$ cat config.mk
export PLATFORM = sky130hd
export DESIGN_NAME = c_comment_stripper_unit
export DESIGN_NICKNAME = d
export VERILOG_FILES = /design/src/rtl/ccs_pkg.sv /design/src/rtl/ccs_front.sv /design/src/rtl/ccs_queue.sv /design/src/rtl/ccs_back.sv /design/src/rtl/c_comment_stripper_unit.sv
export SDC_FILE = /design/constraint.sdc
export NUM_CORES = 1
export LEC_CHECK = 0
export BUFFER_PORTS_ARGS = -buffer_cell sky130_fd_sc_hd__buf_2
export CELL_PAD_IN_SITES_DETAIL_PLACEMENT = 0
export CELL_PAD_IN_SITES_GLOBAL_PLACEMENT = 1
export CORE_MARGIN = 4
export CORE_UTILIZATION = 45
export DETAILED_ROUTE_END_ITERATION = 10
export PLACE_DENSITY_LB_ADDON = 0.1
export REMOVE_ABC_BUFFERS = 1
export SETUP_SLACK_MARGIN = 0.5
export SLEW_MARGIN = 30
export SYNTH_ARGS = -nofsm -noshare
export SYNTH_HDL_FRONTEND = slang
export SYNTH_SLANG_ARGS = --single-unit
export TNS_END_PERCENT = 20
$ cat constraint.sdc
create_clock -name clk_i -period 2.6 [get_ports clk_i]
set_clock_uncertainty 0.05 [all_clocks]
set_input_delay 0.26 -clock clk_i [delete_from_list [all_inputs] [get_ports clk_i]]
set_output_delay 0.26 -clock clk_i [all_outputs]
set_load 0.05 [all_outputs]
$ cat src/rtl/ccs_pkg.sv
// Package for the comment stripper: scan modes, error codes, byte constants
// and the command record that the front end hands to the back end.
// No dependencies.
`default_nettype none

package ccs_pkg;

  typedef enum logic [2:0] {
    MODE_PLAIN = 3'd0,
    MODE_LINE  = 3'd1,
    MODE_BLOCK = 3'd2,
    MODE_STR   = 3'd3,
    MODE_STRE  = 3'd4,
    MODE_CHR   = 3'd5,
    MODE_CHRE  = 3'd6
  } mode_e;

  typedef enum logic [1:0] {
    ERR_NONE = 2'd0,
    ERR_STR  = 2'd1,
    ERR_CHR  = 2'd2
  } err_e;

  localparam logic [7:0] ChSlash  = 8'h2F;
  localparam logic [7:0] ChStar   = 8'h2A;
  localparam logic [7:0] ChBslash = 8'h5C;
  localparam logic [7:0] ChDquote = 8'h22;
  localparam logic [7:0] ChSquote = 8'h27;

  // One or two output beats caused by one input beat.
  typedef struct packed {
    logic [7:0] ch0;
    logic       hid0;
    logic [7:0] ch1;
    logic       hid1;
    logic       two;
    logic       eol;
    err_e       err;
  } cmd_t;

  typedef struct packed {
    logic empty;
    logic full;
  } q_status_t;

endpackage

`default_nettype wire

$ cat src/rtl/ccs_front.sv
// Front end of the comment stripper: accepts source beats, runs the scanner
// state machine and emits one command per beat that yields output.
// Depends on ccs_pkg.
`default_nettype none

module ccs_front import ccs_pkg::*; (
  input  wire logic       clk_i,
  input  wire logic       rst_ni,
  input  wire logic       in_valid_i,
  output logic            in_stall_o,
  input  wire logic [7:0] ch_i,
  input  wire logic       line_end_i,
  input  wire q_status_t  q_status_i,
  output logic            push_o,
  output cmd_t            cmd_o
);

  mode_e mode_q, mode_d;
  logic  star_q, star_d;
  logic  slash_q, slash_d;
  logic  in_acc;

  assign in_stall_o = q_status_i.full;
  assign in_acc     = in_valid_i && !q_status_i.full;

  always_ff @(posedge clk_i or negedge rst_ni) begin
    if (!rst_ni) begin
      mode_q  <= MODE_PLAIN;
      star_q  <= 1'b0;
      slash_q <= 1'b0;
    end else if (in_acc) begin
      mode_q  <= mode_d;
      star_q  <= star_d;
      slash_q <= slash_d;
    end
  end

  always_comb begin
    logic       handled;
    logic       emit;
    logic       emit_hid;
    logic [1:0] n;
    mode_d   = mode_q;
    star_d   = star_q;
    slash_d  = slash_q;
    handled  = 1'b0;
    emit     = 1'b0;
    emit_hid = 1'b0;
    n        = 2'd0;
    cmd_o    = '0;

    if (slash_q) begin
      slash_d = 1'b0;
      if (ch_i == ChSlash || ch_i == ChStar) begin
        cmd_o.ch0  = ChSlash;
        cmd_o.hid0 = 1'b1;
        cmd_o.ch1  = ch_i;
        cmd_o.hid1 = 1'b1;
        n          = 2'd2;
        mode_d     = (ch_i == ChSlash) ? MODE_LINE : MODE_BLOCK;
        star_d     = 1'b0;
        handled    = 1'b1;
      end else begin
        cmd_o.ch0  = ChSlash;
        cmd_o.hid0 = 1'b0;
        n          = 2'd1;
        mode_d     = MODE_PLAIN;
      end
    end

    if (!handled) begin
      unique case (mode_d)
        MODE_LINE: begin
          emit     = 1'b1;
          emit_hid = 1'b1;
        end
        MODE_BLOCK: begin
          emit     = 1'b1;
          emit_hid = 1'b1;
          if (star_q && ch_i == ChSlash) begin
            mode_d = MODE_PLAIN;
            star_d = 1'b0;
          end else begin
            star_d = (ch_i == ChStar);
          end
        end
        MODE_STR: begin
          emit = 1'b1;
          if (ch_i == ChBslash) begin
            mode_d = MODE_STRE;
          end else if (ch_i == ChDquote) begin
            mode_d = MODE_PLAIN;
          end
        end
        MODE_STRE: begin
          emit   = 1'b1;
          mode_d = MODE_STR;
        end
        MODE_CHR: begin
          emit = 1'b1;
          if (ch_i == ChBslash) begin
            mode_d = MODE_CHRE;
          end else if (ch_i == ChSquote) begin
            mode_d = MODE_PLAIN;
          end
        end
        MODE_CHRE: begin
          emit   = 1'b1;
          mode_d = MODE_CHR;
        end
        default: begin
          mode_d = MODE_PLAIN;
          if (ch_i == ChSlash && !line_end_i) begin
            slash_d = 1'b1;
          end else begin
            emit = 1'b1;
            if (ch_i == ChDquote) begin
              mode_d = MODE_STR;
            end else if (ch_i == ChSquote) begin
              mode_d = MODE_CHR;
            end
          end
        end
      endcase
    end

    if (emit) begin
      if (n == 2'd0) begin
        cmd_o.ch0  = ch_i;
        cmd_o.hid0 = emit_hid;
        n          = 2'd1;
      end else begin
        cmd_o.ch1  = ch_i;
        cmd_o.hid1 = emit_hid;
        n          = 2'd2;
      end
    end

    cmd_o.err = ERR_NONE;
    if (line_end_i) begin
      if (mode_d == MODE_STR || mode_d == MODE_STRE) begin
        cmd_o.err = ERR_STR;
      end else if (mode_d == MODE_CHR || mode_d == MODE_CHRE) begin
        cmd_o.err = ERR_CHR;
      end
      if (mode_d != MODE_BLOCK) begin
        mode_d = MODE_PLAIN;
      end
      star_d  = 1'b0;
      slash_d = 1'b0;
    end

    cmd_o.two = (n == 2'd2);
    cmd_o.eol = line_end_i;
    push_o    = in_acc && (n != 2'd0);
  end

endmodule

`default_nettype wire

$ cat src/rtl/ccs_queue.sv
// Command queue between the front and back ends of the comment stripper.
// Small register file with read and write pointers. Depends on ccs_pkg.
`default_nettype none

module ccs_queue import ccs_pkg::*; #(
  parameter int unsigned Depth = 4
) (
  input  wire logic      clk_i,
  input  wire logic      rst_ni,
  input  wire logic      push_i,
  input  wire cmd_t      push_cmd_i,
  input  wire logic      pop_i,
  output cmd_t           head_o,
  output q_status_t      status_o
);

  localparam int unsigned PtrW = (Depth > 1) ? $clog2(Depth) : 1;
  localparam int unsigned CntW = $clog2(Depth + 1);

  cmd_t            entries_q [Depth];
  logic [PtrW-1:0] wr_ptr_q, wr_ptr_d;
  logic [PtrW-1:0] rd_ptr_q, rd_ptr_d;
  logic [CntW-1:0] count_q, count_d;
  logic            do_push, do_pop;

  assign status_o.empty = (count_q == '0);
  assign status_o.full  = (count_q == CntW'(Depth));
  assign do_push        = push_i && !status_o.full;
  assign do_pop         = pop_i && !status_o.empty;
  assign head_o         = entries_q[rd_ptr_q];

  always_comb begin
    wr_ptr_d = wr_ptr_q;
    rd_ptr_d = rd_ptr_q;
    count_d  = count_q;
    if (do_push) begin
      wr_ptr_d = (wr_ptr_q == PtrW'(Depth - 1)) ? '0 : wr_ptr_q + 1'b1;
    end
    if (do_pop) begin
      rd_ptr_d = (rd_ptr_q == PtrW'(Depth - 1)) ? '0 : rd_ptr_q + 1'b1;
    end
    if (do_push && !do_pop) begin
      count_d = count_q + 1'b1;
    end else if (do_pop && !do_push) begin
      count_d = count_q - 1'b1;
    end
  end

  always_ff @(posedge clk_i or negedge rst_ni) begin
    if (!rst_ni) begin
      wr_ptr_q <= '0;
      rd_ptr_q <= '0;
      count_q  <= '0;
    end else begin
      wr_ptr_q <= wr_ptr_d;
      rd_ptr_q <= rd_ptr_d;
      count_q  <= count_d;
    end
  end

  always_ff @(posedge clk_i) begin
    if (do_push) begin
      entries_q[wr_ptr_q] <= push_cmd_i;
    end
  end

endmodule

`default_nettype wire

$ cat src/rtl/ccs_back.sv
// Back end of the comment stripper: turns queued commands into one or two
// output beats held in an output register. Depends on ccs_pkg.
`default_nettype none

module ccs_back import ccs_pkg::*; (
  input  wire logic       clk_i,
  input  wire logic       rst_ni,
  input  wire cmd_t       head_i,
  input  wire q_status_t  q_status_i,
  output logic            pop_o,
  output logic            out_valid_o,
  input  wire logic       out_stall_i,
  output logic [7:0]      out_ch_o,
  output logic            hidden_o,
  output logic [1:0]      error_code_o,
  output logic            last_of_line_o
);

  logic       valid_q, valid_d;
  logic       phase_q, phase_d;
  logic [7:0] ch_q, ch_d;
  logic       hid_q, hid_d;
  err_e       err_q, err_d;
  logic       last_q, last_d;
  logic       take;
  logic       final_beat;

  assign take       = !valid_q || !out_stall_i;
  assign final_beat = !head_i.two || phase_q;
  assign pop_o      = take && !q_status_i.empty && final_beat;

  always_comb begin
    valid_d = valid_q;
    phase_d = phase_q;
    ch_d    = ch_q;
    hid_d   = hid_q;
    err_d   = err_q;
    last_d  = last_q;
    if (take) begin
      valid_d = !q_status_i.empty;
      if (!q_status_i.empty) begin
        if (head_i.two && !phase_q) begin
          ch_d    = head_i.ch0;
          hid_d   = head_i.hid0;
          err_d   = ERR_NONE;
          last_d  = 1'b0;
          phase_d = 1'b1;
        end else begin
          ch_d    = head_i.two ? head_i.ch1 : head_i.ch0;
          hid_d   = head_i.two ? head_i.hid1 : head_i.hid0;
          err_d   = head_i.err;
          last_d  = head_i.eol;
          phase_d = 1'b0;
        end
      end
    end
  end

  always_ff @(posedge clk_i or negedge rst_ni) begin
    if (!rst_ni) begin
      valid_q <= 1'b0;
      phase_q <= 1'b0;
    end else begin
      valid_q <= valid_d;
      phase_q <= phase_d;
    end
  end

  always_ff @(posedge clk_i) begin
    ch_q   <= ch_d;
    hid_q  <= hid_d;
    err_q  <= err_d;
    last_q <= last_d;
  end

  assign out_valid_o    = valid_q;
  assign out_ch_o       = ch_q;
  assign hidden_o       = hid_q;
  assign error_code_o   = err_q;
  assign last_of_line_o = last_q;

endmodule

`default_nettype wire

$ cat src/rtl/c_comment_stripper_unit.sv
// Top level of the comment stripper: front end, command queue, back end.
// Depends on ccs_pkg, ccs_front, ccs_queue and ccs_back.
//
//   Channel  Direction  Handshake                 Beat contents
//   in       input      in_valid_i / in_stall_o   ch_i, line_end_i
//   out      output     out_valid_o / out_stall_i out_ch_o, hidden_o,
//                                                 error_code_o, last_of_line_o
//
// One input beat is accepted per cycle while the queue has room. An input
// beat yields zero, one or two output beats; the back end sends one output
// beat per cycle while out_stall_i is low, so a held slash and the beat after
// it go out as two beats. Output passes through the queue, then the output
// register. Reset clears the scanner state, queue pointers and output valid
// flag. An output stall fills the queue, after which in_stall_o rises.
`default_nettype none

module c_comment_stripper_unit import ccs_pkg::*; #(
  parameter int unsigned QueueDepth = 4
) (
  input  wire logic       clk_i,
  input  wire logic       rst_ni,
  input  wire logic       in_valid_i,
  output logic            in_stall_o,
  input  wire logic [7:0] ch_i,
  input  wire logic       line_end_i,
  output logic            out_valid_o,
  input  wire logic       out_stall_i,
  output logic [7:0]      out_ch_o,
  output logic            hidden_o,
  output logic [1:0]      error_code_o,
  output logic            last_of_line_o
);

  q_status_t q_status;
  cmd_t      push_cmd;
  cmd_t      head_cmd;
  logic      push;
  logic      pop;

  ccs_front u_front (
    .clk_i      (clk_i),
    .rst_ni     (rst_ni),
    .in_valid_i (in_valid_i),
    .in_stall_o (in_stall_o),
    .ch_i       (ch_i),
    .line_end_i (line_end_i),
    .q_status_i (q_status),
    .push_o     (push),
    .cmd_o      (push_cmd)
  );

  ccs_queue #(
    .Depth (QueueDepth)
  ) u_queue (
    .clk_i      (clk_i),
    .rst_ni     (rst_ni),
    .push_i     (push),
    .push_cmd_i (push_cmd),
    .pop_i      (pop),
    .head_o     (head_cmd),
    .status_o   (q_status)
  );

  ccs_back u_back (
    .clk_i          (clk_i),
    .rst_ni         (rst_ni),
    .head_i         (head_cmd),
    .q_status_i     (q_status),
    .pop_o          (pop),
    .out_valid_o    (out_valid_o),
    .out_stall_i    (out_stall_i),
    .out_ch_o       (out_ch_o),
    .hidden_o       (hidden_o),
    .error_code_o   (error_code_o),
    .last_of_line_o (last_of_line_o)
  );

endmodule

`default_nettype wire

== Yosys cells after proc, flatten, opt, wreduce, memory -nomap -nowiden ==
Memory sizes are Yosys's and may differ from the RTL's.
Cells that the tools add are included.

* Mux-type cells: 56
* $mul: 0
* $lt $le $gt $ge: 0
* Equal/unequal tests: 20
* Shift-type cells: 0
* Reduce and logical (&&, ||, !) cells: 32
* Divide/modulo/power cells: 0
* Bitwise operators: 1
* Add/subtract/negate cells: 4

{| class="wikitable"
|+ Operators by type and width
! cell !! number
|-
| $mux W3 || 15
|-
| $mux W18 || 2
|-
| $eq A8 B6 Y1 const B || 4
|-
| $mux W9 || 3
|-
| $mux W1 || 23
|-
| $eq A3 B3 Y1 const B || 7
|-
| $mux W2 || 10
|-
| $pmux W3 S6 || 1
|-
| $mux W8 || 2
|-
| $logic_and A1 B1 Y1 || 11
|-
| $eq A3 B2 Y1 const B || 3
|-
| $logic_not A1 Y1 || 9
|-
| $eq A8 B7 Y1 const B || 1
|-
| $eq A2 B2 Y1 const B || 3
|-
| $reduce_or A6 Y1 || 1
|-
| $logic_or A1 B1 Y1 || 5
|-
| $add A2 B1 Y2 const B || 2
|-
| $reduce_bool A2 Y1 || 2
|-
| $add A3 B1 Y3 const B || 1
|-
| $eq A3 B1 Y1 const B || 1
|-
| $logic_not A3 Y1 || 1
|-
| $ne A3 B2 Y1 const B || 1
|-
| $sub A3 B1 Y3 const B || 1
|-
| $logic_not A2 Y1 || 1
|-
| other kinds (3) || 3
|}

* Flip-flop bits (word level): 26
* Output and inout bits: 14
* ROM bits: 0
* Bits in latches: 0
* Word-level logic and storage cells: 126
* Memories: 1
* RAM bits: 88

{| class="wikitable"
|+ Memory list
! name !! words !! width !! read ports !! clocked after Yosys merged registers in !! write ports !! RTL line !! RTL
|-
| u_queue.entries_q || 4 || 22 || 1 || 0 || 1 || ccs_queue.sv:20 || <nowiki>cmd_t entries_q [Depth];</nowiki>
|}

== Longest topological paths before layout ==
* Word-level depth: 16
* Mapped depth: 11
* Depth with buffers taken out: 10

== By module ==
A second synthesis with hierarchy kept.

* Cells, all modules: 297
* Area, all modules: 5018.6 um^2

{| class="wikitable"
|+ By module, submodules not included
! module !! cells an instance !! area each (um^2) !! times used
|-
| ccs_queue || 152 || 3613.5 || 1
|-
| ccs_front || 111 || 829.5 || 1
|-
| ccs_back || 34 || 575.6 || 1
|}

== Worst setup path before layout ==
No wires, ideal clock.

* Path type: register -> register
* From: register u_queue.count_q[0]
* To: register u_queue.count_q[1]
* Cell stages (with the launch flop): 8
* Data required time: 2.425 ns
* Period minus slack after synthesis: 3.061 ns
* Data arrival time: 2.886 ns
* Setup slack: -0.461 ns
* Cell sequence: dfrtp_1 -> nor3b_1 -> nand2b_1 -> a21oi_1 -> ha_1 -> inv_1 -> fa_1 -> mux2_2

{| class="wikitable"
|+ RTL lines
! element !! RTL line !! RTL
|-
| start: declaration || ccs_queue.sv:23 || <nowiki>logic [CntW-1:0] count_q, count_d;</nowiki>
|-
| start signal: assignment || ccs_queue.sv:57 || <nowiki>count_q <= count_d;</nowiki>
|-
| $eq A3 B3 Y1 (*) || ccs_queue.sv:27 || <nowiki>assign status_o.full = (count_q == CntW'(Depth));</nowiki>
|-
| via in_stall_o || c_comment_stripper_unit.sv:23 || <nowiki>output logic in_stall_o,</nowiki>
|-
| $logic_not A1 Y1 (*) || ccs_front.sv:24, ccs_queue.sv:28 ||
|-
| $logic_and A1 B1 Y1 || ccs_front.sv:24 || <nowiki>assign in_acc = in_valid_i && !q_status_i.full;</nowiki>
|-
| $logic_and A1 B1 Y1 || ccs_front.sv:155 || <nowiki>push_o = in_acc && (n != 2'd0);</nowiki>
|-
| $logic_and A1 B1 Y1 (*) || ccs_queue.sv:28 || <nowiki>assign do_push = push_i && !status_o.full;</nowiki>
|-
| via u_queue.do_push || ccs_queue.sv:24 || <nowiki>logic do_push, do_pop;</nowiki>
|-
| $logic_and A1 B1 Y1 (*) || ccs_queue.sv:42 || <nowiki>if (do_push && !do_pop) begin</nowiki>
|-
| $mux W3 (*) || ccs_queue.sv:42 ||
|-
| via u_queue.count_d[1] || ccs_queue.sv:23 ||
|}

The timed path passes the listed nets; every way through them passes the cells marked *. The select of a mux whose other input is x is not followed.
A chain may end at the register's enable or synchronous reset.

== Worst setup path after layout ==
* From: register u_queue.rd_ptr_q[0]
* To: register u_queue.count_q[1]

* Cells in the longest elaborated chain, start to end: 8

{| class="wikitable"
|+ RTL lines
! element !! RTL line !! RTL
|-
| start: declaration || ccs_queue.sv:22 || <nowiki>logic [PtrW-1:0] rd_ptr_q, rd_ptr_d;</nowiki>
|-
| start signal: assignment || ccs_queue.sv:56 || <nowiki>rd_ptr_q <= rd_ptr_d;</nowiki>
|-
| $mem_v2 Z4 W22 || - ||
|-
| $logic_not A1 Y1 || ccs_back.sv:29 || <nowiki>assign final_beat = !head_i.two || phase_q;</nowiki>
|-
| $logic_or A1 B1 Y1 || ccs_back.sv:29 ||
|-
| $logic_and A1 B1 Y1 || ccs_back.sv:30 || <nowiki>assign pop_o = take && !q_status_i.empty && final_beat;</nowiki>
|-
| $logic_and A1 B1 Y1 || ccs_queue.sv:29 || <nowiki>assign do_pop = pop_i && !status_o.empty;</nowiki>
|-
| $logic_not A1 Y1 || ccs_queue.sv:42 ||
|-
| $logic_and A1 B1 Y1 || ccs_queue.sv:42 ||
|-
| $mux W3 || ccs_queue.sv:42 ||
|-
| via u_queue.count_d[1] || ccs_queue.sv:23 ||
|}

The timed path passes the listed nets, and every way through them passes these cells.

==> summary.md <==
| Metric | Value |
|---|---|
| Fin util | `between 50 and 60%` |
| Worst R2R Path Depth | `8` |
| Max Slew Vio Count | `0` |
| Cell count after synthesis | `roughly 320` |
| Slew @ Worst Pin | `0.513 ns` |
| Htree depth | `4` |
| Pwr per Cell Area | `between 1000 and 1500 nW/um^2` |
| Pin count of the biggest net entering global routing | `25` |
| Commonest non-fill, non-tap cell in the layout | `edfxtp_1` |
| Syn-to-layout area delta | `24.1%` |
| Layout cells sized above 1 | `34.8%` |
| Clock sink count | `114` |
| Sw frac | `32.0%` |
| Dpl cells | `between 400 and 500` |
| Worst-skew pair later-pin latency | `0.39 ns` |
| First drt pass iteration count | `5` |
| Final WS setup | `roughly 0.23 ns` |
| Ys flop type | `edfxtp_1` |
| Crit path launch type | `register` |
| Grt ovf | `0` |
| Reg2Reg Launch Point | `u_queue.rd_ptr_q[0]` |
| WL/cell | `19.7 um` |
| Vias in the first global route | `3,195` |
| Switching pwr | `2.46 mW` |
| P_int | `5.23 mW` |
| Min cycle time layout | `roughly 2.4 ns` |
| R2R Path End | `u_queue.count_q[1]` |
| Antenna cells | `0` |
| Die height | `about 110 um` |
| Clock power share | `between 20% and 30%` |
| Worst ir drop on vdd | `~560 uV` |
| Max-Cap Viols | `0` |
| DR vias | `3,003` |
| Nets | `411` |
| Die Area | `approximately 13,000 sq um` |
| Placer Congestion | `between 0.8 and 0.9` |
| FP Rows | `38` |
| DR vias/cell | `5.56` |
| Synth warn | `0` |
| Setup-failing EPs final | `0` |
| Post-route DRC violation count | `0` |
| Hold depth | `3` |
| Final worst-path cycle share | `around 90%` |
| Synthesized area per cell | `16.2 sq um` |
| Area of the core | `approximately 11,000 sq um` |
| RSZ-0062 raised after global routing | `true` |
| Pre-CTS setup slack | `0.0842 ns` |
| Worst hold endpoint | `u_back.out_valid_o` |
| Final Power | `7.70 mW` |
| Commonest cells after routing, fill and taps aside | `edfxtp_1 (100), buf_4 (35), nand2_1 (29), buf_2 (26), clkbuf_16 (17)` |
| Longest Clk Path Bufs | `2` |
| Design area | `6390 sq um` |
| Worst hold path type | `in -> reg` |
| Combinational Power Share | `36.9%` |
| Max Clock Freq | `approximately 420 MHz` |
| Yosys reg bits | `114` |
| Total placed instance area | `5520 sq um` |
| R2R Setup Slk | `0.23 ns` |
| Post-synth EDFFs | `100` |
| Leakage | `roughly 2.4 nW` |
| Reg power frac | `36.1%` |
| Initial antenna violation count | `0` |
| Post-Layout Cell Count | `540` |
| Iter 0 DRT Violations | `207` |
| Clock Tree Root | `clkbuf_16` |
| Status | `finished, final reports clean` |
| CP max FO | `2` |
| CTS tree | `yes` |
| Starting Density | `46.7%` |
| Post-synthesis async set-or-reset flop share | `12.3%` |
| Register area share after synthesis | `65.1%` |
| CP Class | `reg -> reg` |
| Final Hold Viols | `0` |
| Top Ports | `27` |
| Beginning of the worst hold path | `out_stall_i` |
| Final hold slack | `between 0.03 and 0.04 ns` |
| Setup TNS | `0 ns` |
| First-pass GRT wire length | `roughly 17,000 um` |
| CTS buffer count | `17` |
| Synthesized area | `5150 sq um` |
| Port bufs | `26` |
| Arrival @ worst endpoint | `approximately 2.6 ns` |
| Crit. End Element | `register` |
| Clock slew at reported path FFs | `0.05 ns` |
| GR Util All Layers | `17.7%` |
| Die width | `around 110 um` |
| DRT Wirelength | `around 11,000 um` |
| Required @ worst endpoint | `roughly 2.8 ns` |
| HPWL after DPL | `6500 um` |
| Slew margin rel. | `65.5%` |
| Antenna-violating nets left | `0` |
| Post-synth cell types | `56` |
## synth_stat cells (2+ instances only)
cell type      instances  share of area, %
nor4bb_1               2              0.39
mux4_2                 6               2.6
nor2b_1                9               1.1
nand3_1                4              0.39
buf_6                  2              0.44
mux2i_1                2              0.39
nor4b_1                2              0.34
buf_2                  3              0.29
o31a_1                 2              0.34
xor2_1                 5              0.85
and3_1                 3              0.36
nand2b_1               3              0.36
and4bb_2               2              0.49
inv_1                  6              0.44
nor2_1                13              0.95
nor3b_1                2              0.29
a221oi_1               2              0.34
nor3_1                 3              0.29
and3b_1                2              0.34
or3_1                  2              0.24
dlygate4sd1_1          2              0.34
a31o_2                 2              0.34
o41ai_1                3              0.51
o31ai_1                3              0.44
and2_1                13               1.6
mux2_2                12               2.6
a21oi_1                8              0.78
clkbuf_1               9              0.66
o21ai_0                4              0.39
nand2_1               29               2.1
edfxtp_1             100                58
ha_1                   6               1.5
mux4_1                16               8.2
dfrtp_1               14               6.8
## critical path: stages (launching register included)
cell	delay, ns
dfrtp_1	0.37
mux4_2	0.52
and2b_2	0.25
nor2b_4	0.13
inv_2	0.05
ha_4	0.16
inv_2	0.04
fa_1	0.40
mux2_4	0.28
## timing repair
item / in CTS / in global routing
hold buffers: 1 / 0
pin swaps: 9 / 7
hold endpoints to repair: 14 / 0
endpoints found under the setup margin: 76 / 111
gates cloned: 3 / 0
gates resized for setup: 22 / 14
setup buffers: 17 / 3
## flip-flops by register name, indices dropped and copies added (netlist names)
register	cells
u_queue.entries_q	88
u_back.out_ch_o	8
u_front.mode_q	3
u_queue.count_q	3
u_back.error_code_o	2
u_queue.rd_ptr_q	2
u_queue.wr_ptr_q	2
u_back.hidden_o	1
u_back.last_of_line_o	1
u_back.out_valid_o	1
u_back.phase_q	1
u_front.slash_q	1
u_front.star_q	1
## power groups by stage
stage / sequential, mW / clock [mW] / combinational, mW
6_report: 2.78 / 2.08 / 2.84
5_1_grt: 2.82 / 2.21 / 3.09
4_1_cts: 2.79 / 2.11 / 2.72
3_5_place_dp: 2.78 / 0 / 2.38
3_3_place_gp: 2.76 / 0 / 2.35
2_1_floorplan: 3.20 / 0 / 1.27
## cells by family (layout without fill, tap and decap cells)
kind of cell	after synthesis	count (layout)	share of synthesized area [%]
compound gates	35	35	5.01
xor+xnor	6	6	1.02
fa+ha+maj	7	7	1.85
buf+inv	23	102	2.36
flops	114	114	65.1
mux	36	36	13.8
simple gates	97	100	10.8
## layout make-up
type,count,area (sq um)
Tap cell,140,175
Clock inverter,9,93.8
Fill cell,903,4640
Clock buffer,19,433
Inverter,6,22.5
Sequential cell,114,3360
Multi-Input combinational cell,184,1840
Timing Repair Buffer,68,470
## metal layers
metal | track usage (%) | part of all wire, % | vias up
met1 | 23.4 | 45 | 1505
li1 | - | - | 1408
met3 | 4.32 | 3.9 | 13
met5 | 0 | 0 | -
met2 | 28.7 | 50 | 77
met4 | 6.26 | 1.6 | 0
## worst max path at each step
| stage | slack [ns] | startpoint | cells after the start | endpoint |
|---|---|---|---|---|
| 4_1_cts | 0.21 | u_queue.rd_ptr_q[0] | 8 | u_queue.count_q[1] |
| 3_5_place_dp | 0.08 | u_queue.rd_ptr_q[0] | 8 | u_queue.count_q[1] |
| 3_3_place_gp | 0.15 | u_queue.rd_ptr_q[0] | 8 | u_queue.count_q[1] |
| 6_report | 0.23 | u_queue.rd_ptr_q[0] | 8 | u_queue.count_q[1] |
| 5_1_grt | 0.14 | u_queue.rd_ptr_q[0] | 11 | u_queue.rd_ptr_q[0] |
| 2_1_floorplan | -0.68 | u_queue.count_q[0] | 7 | u_queue.count_q[1] |
No activity file was read; power rests on OpenSTA's default activity.
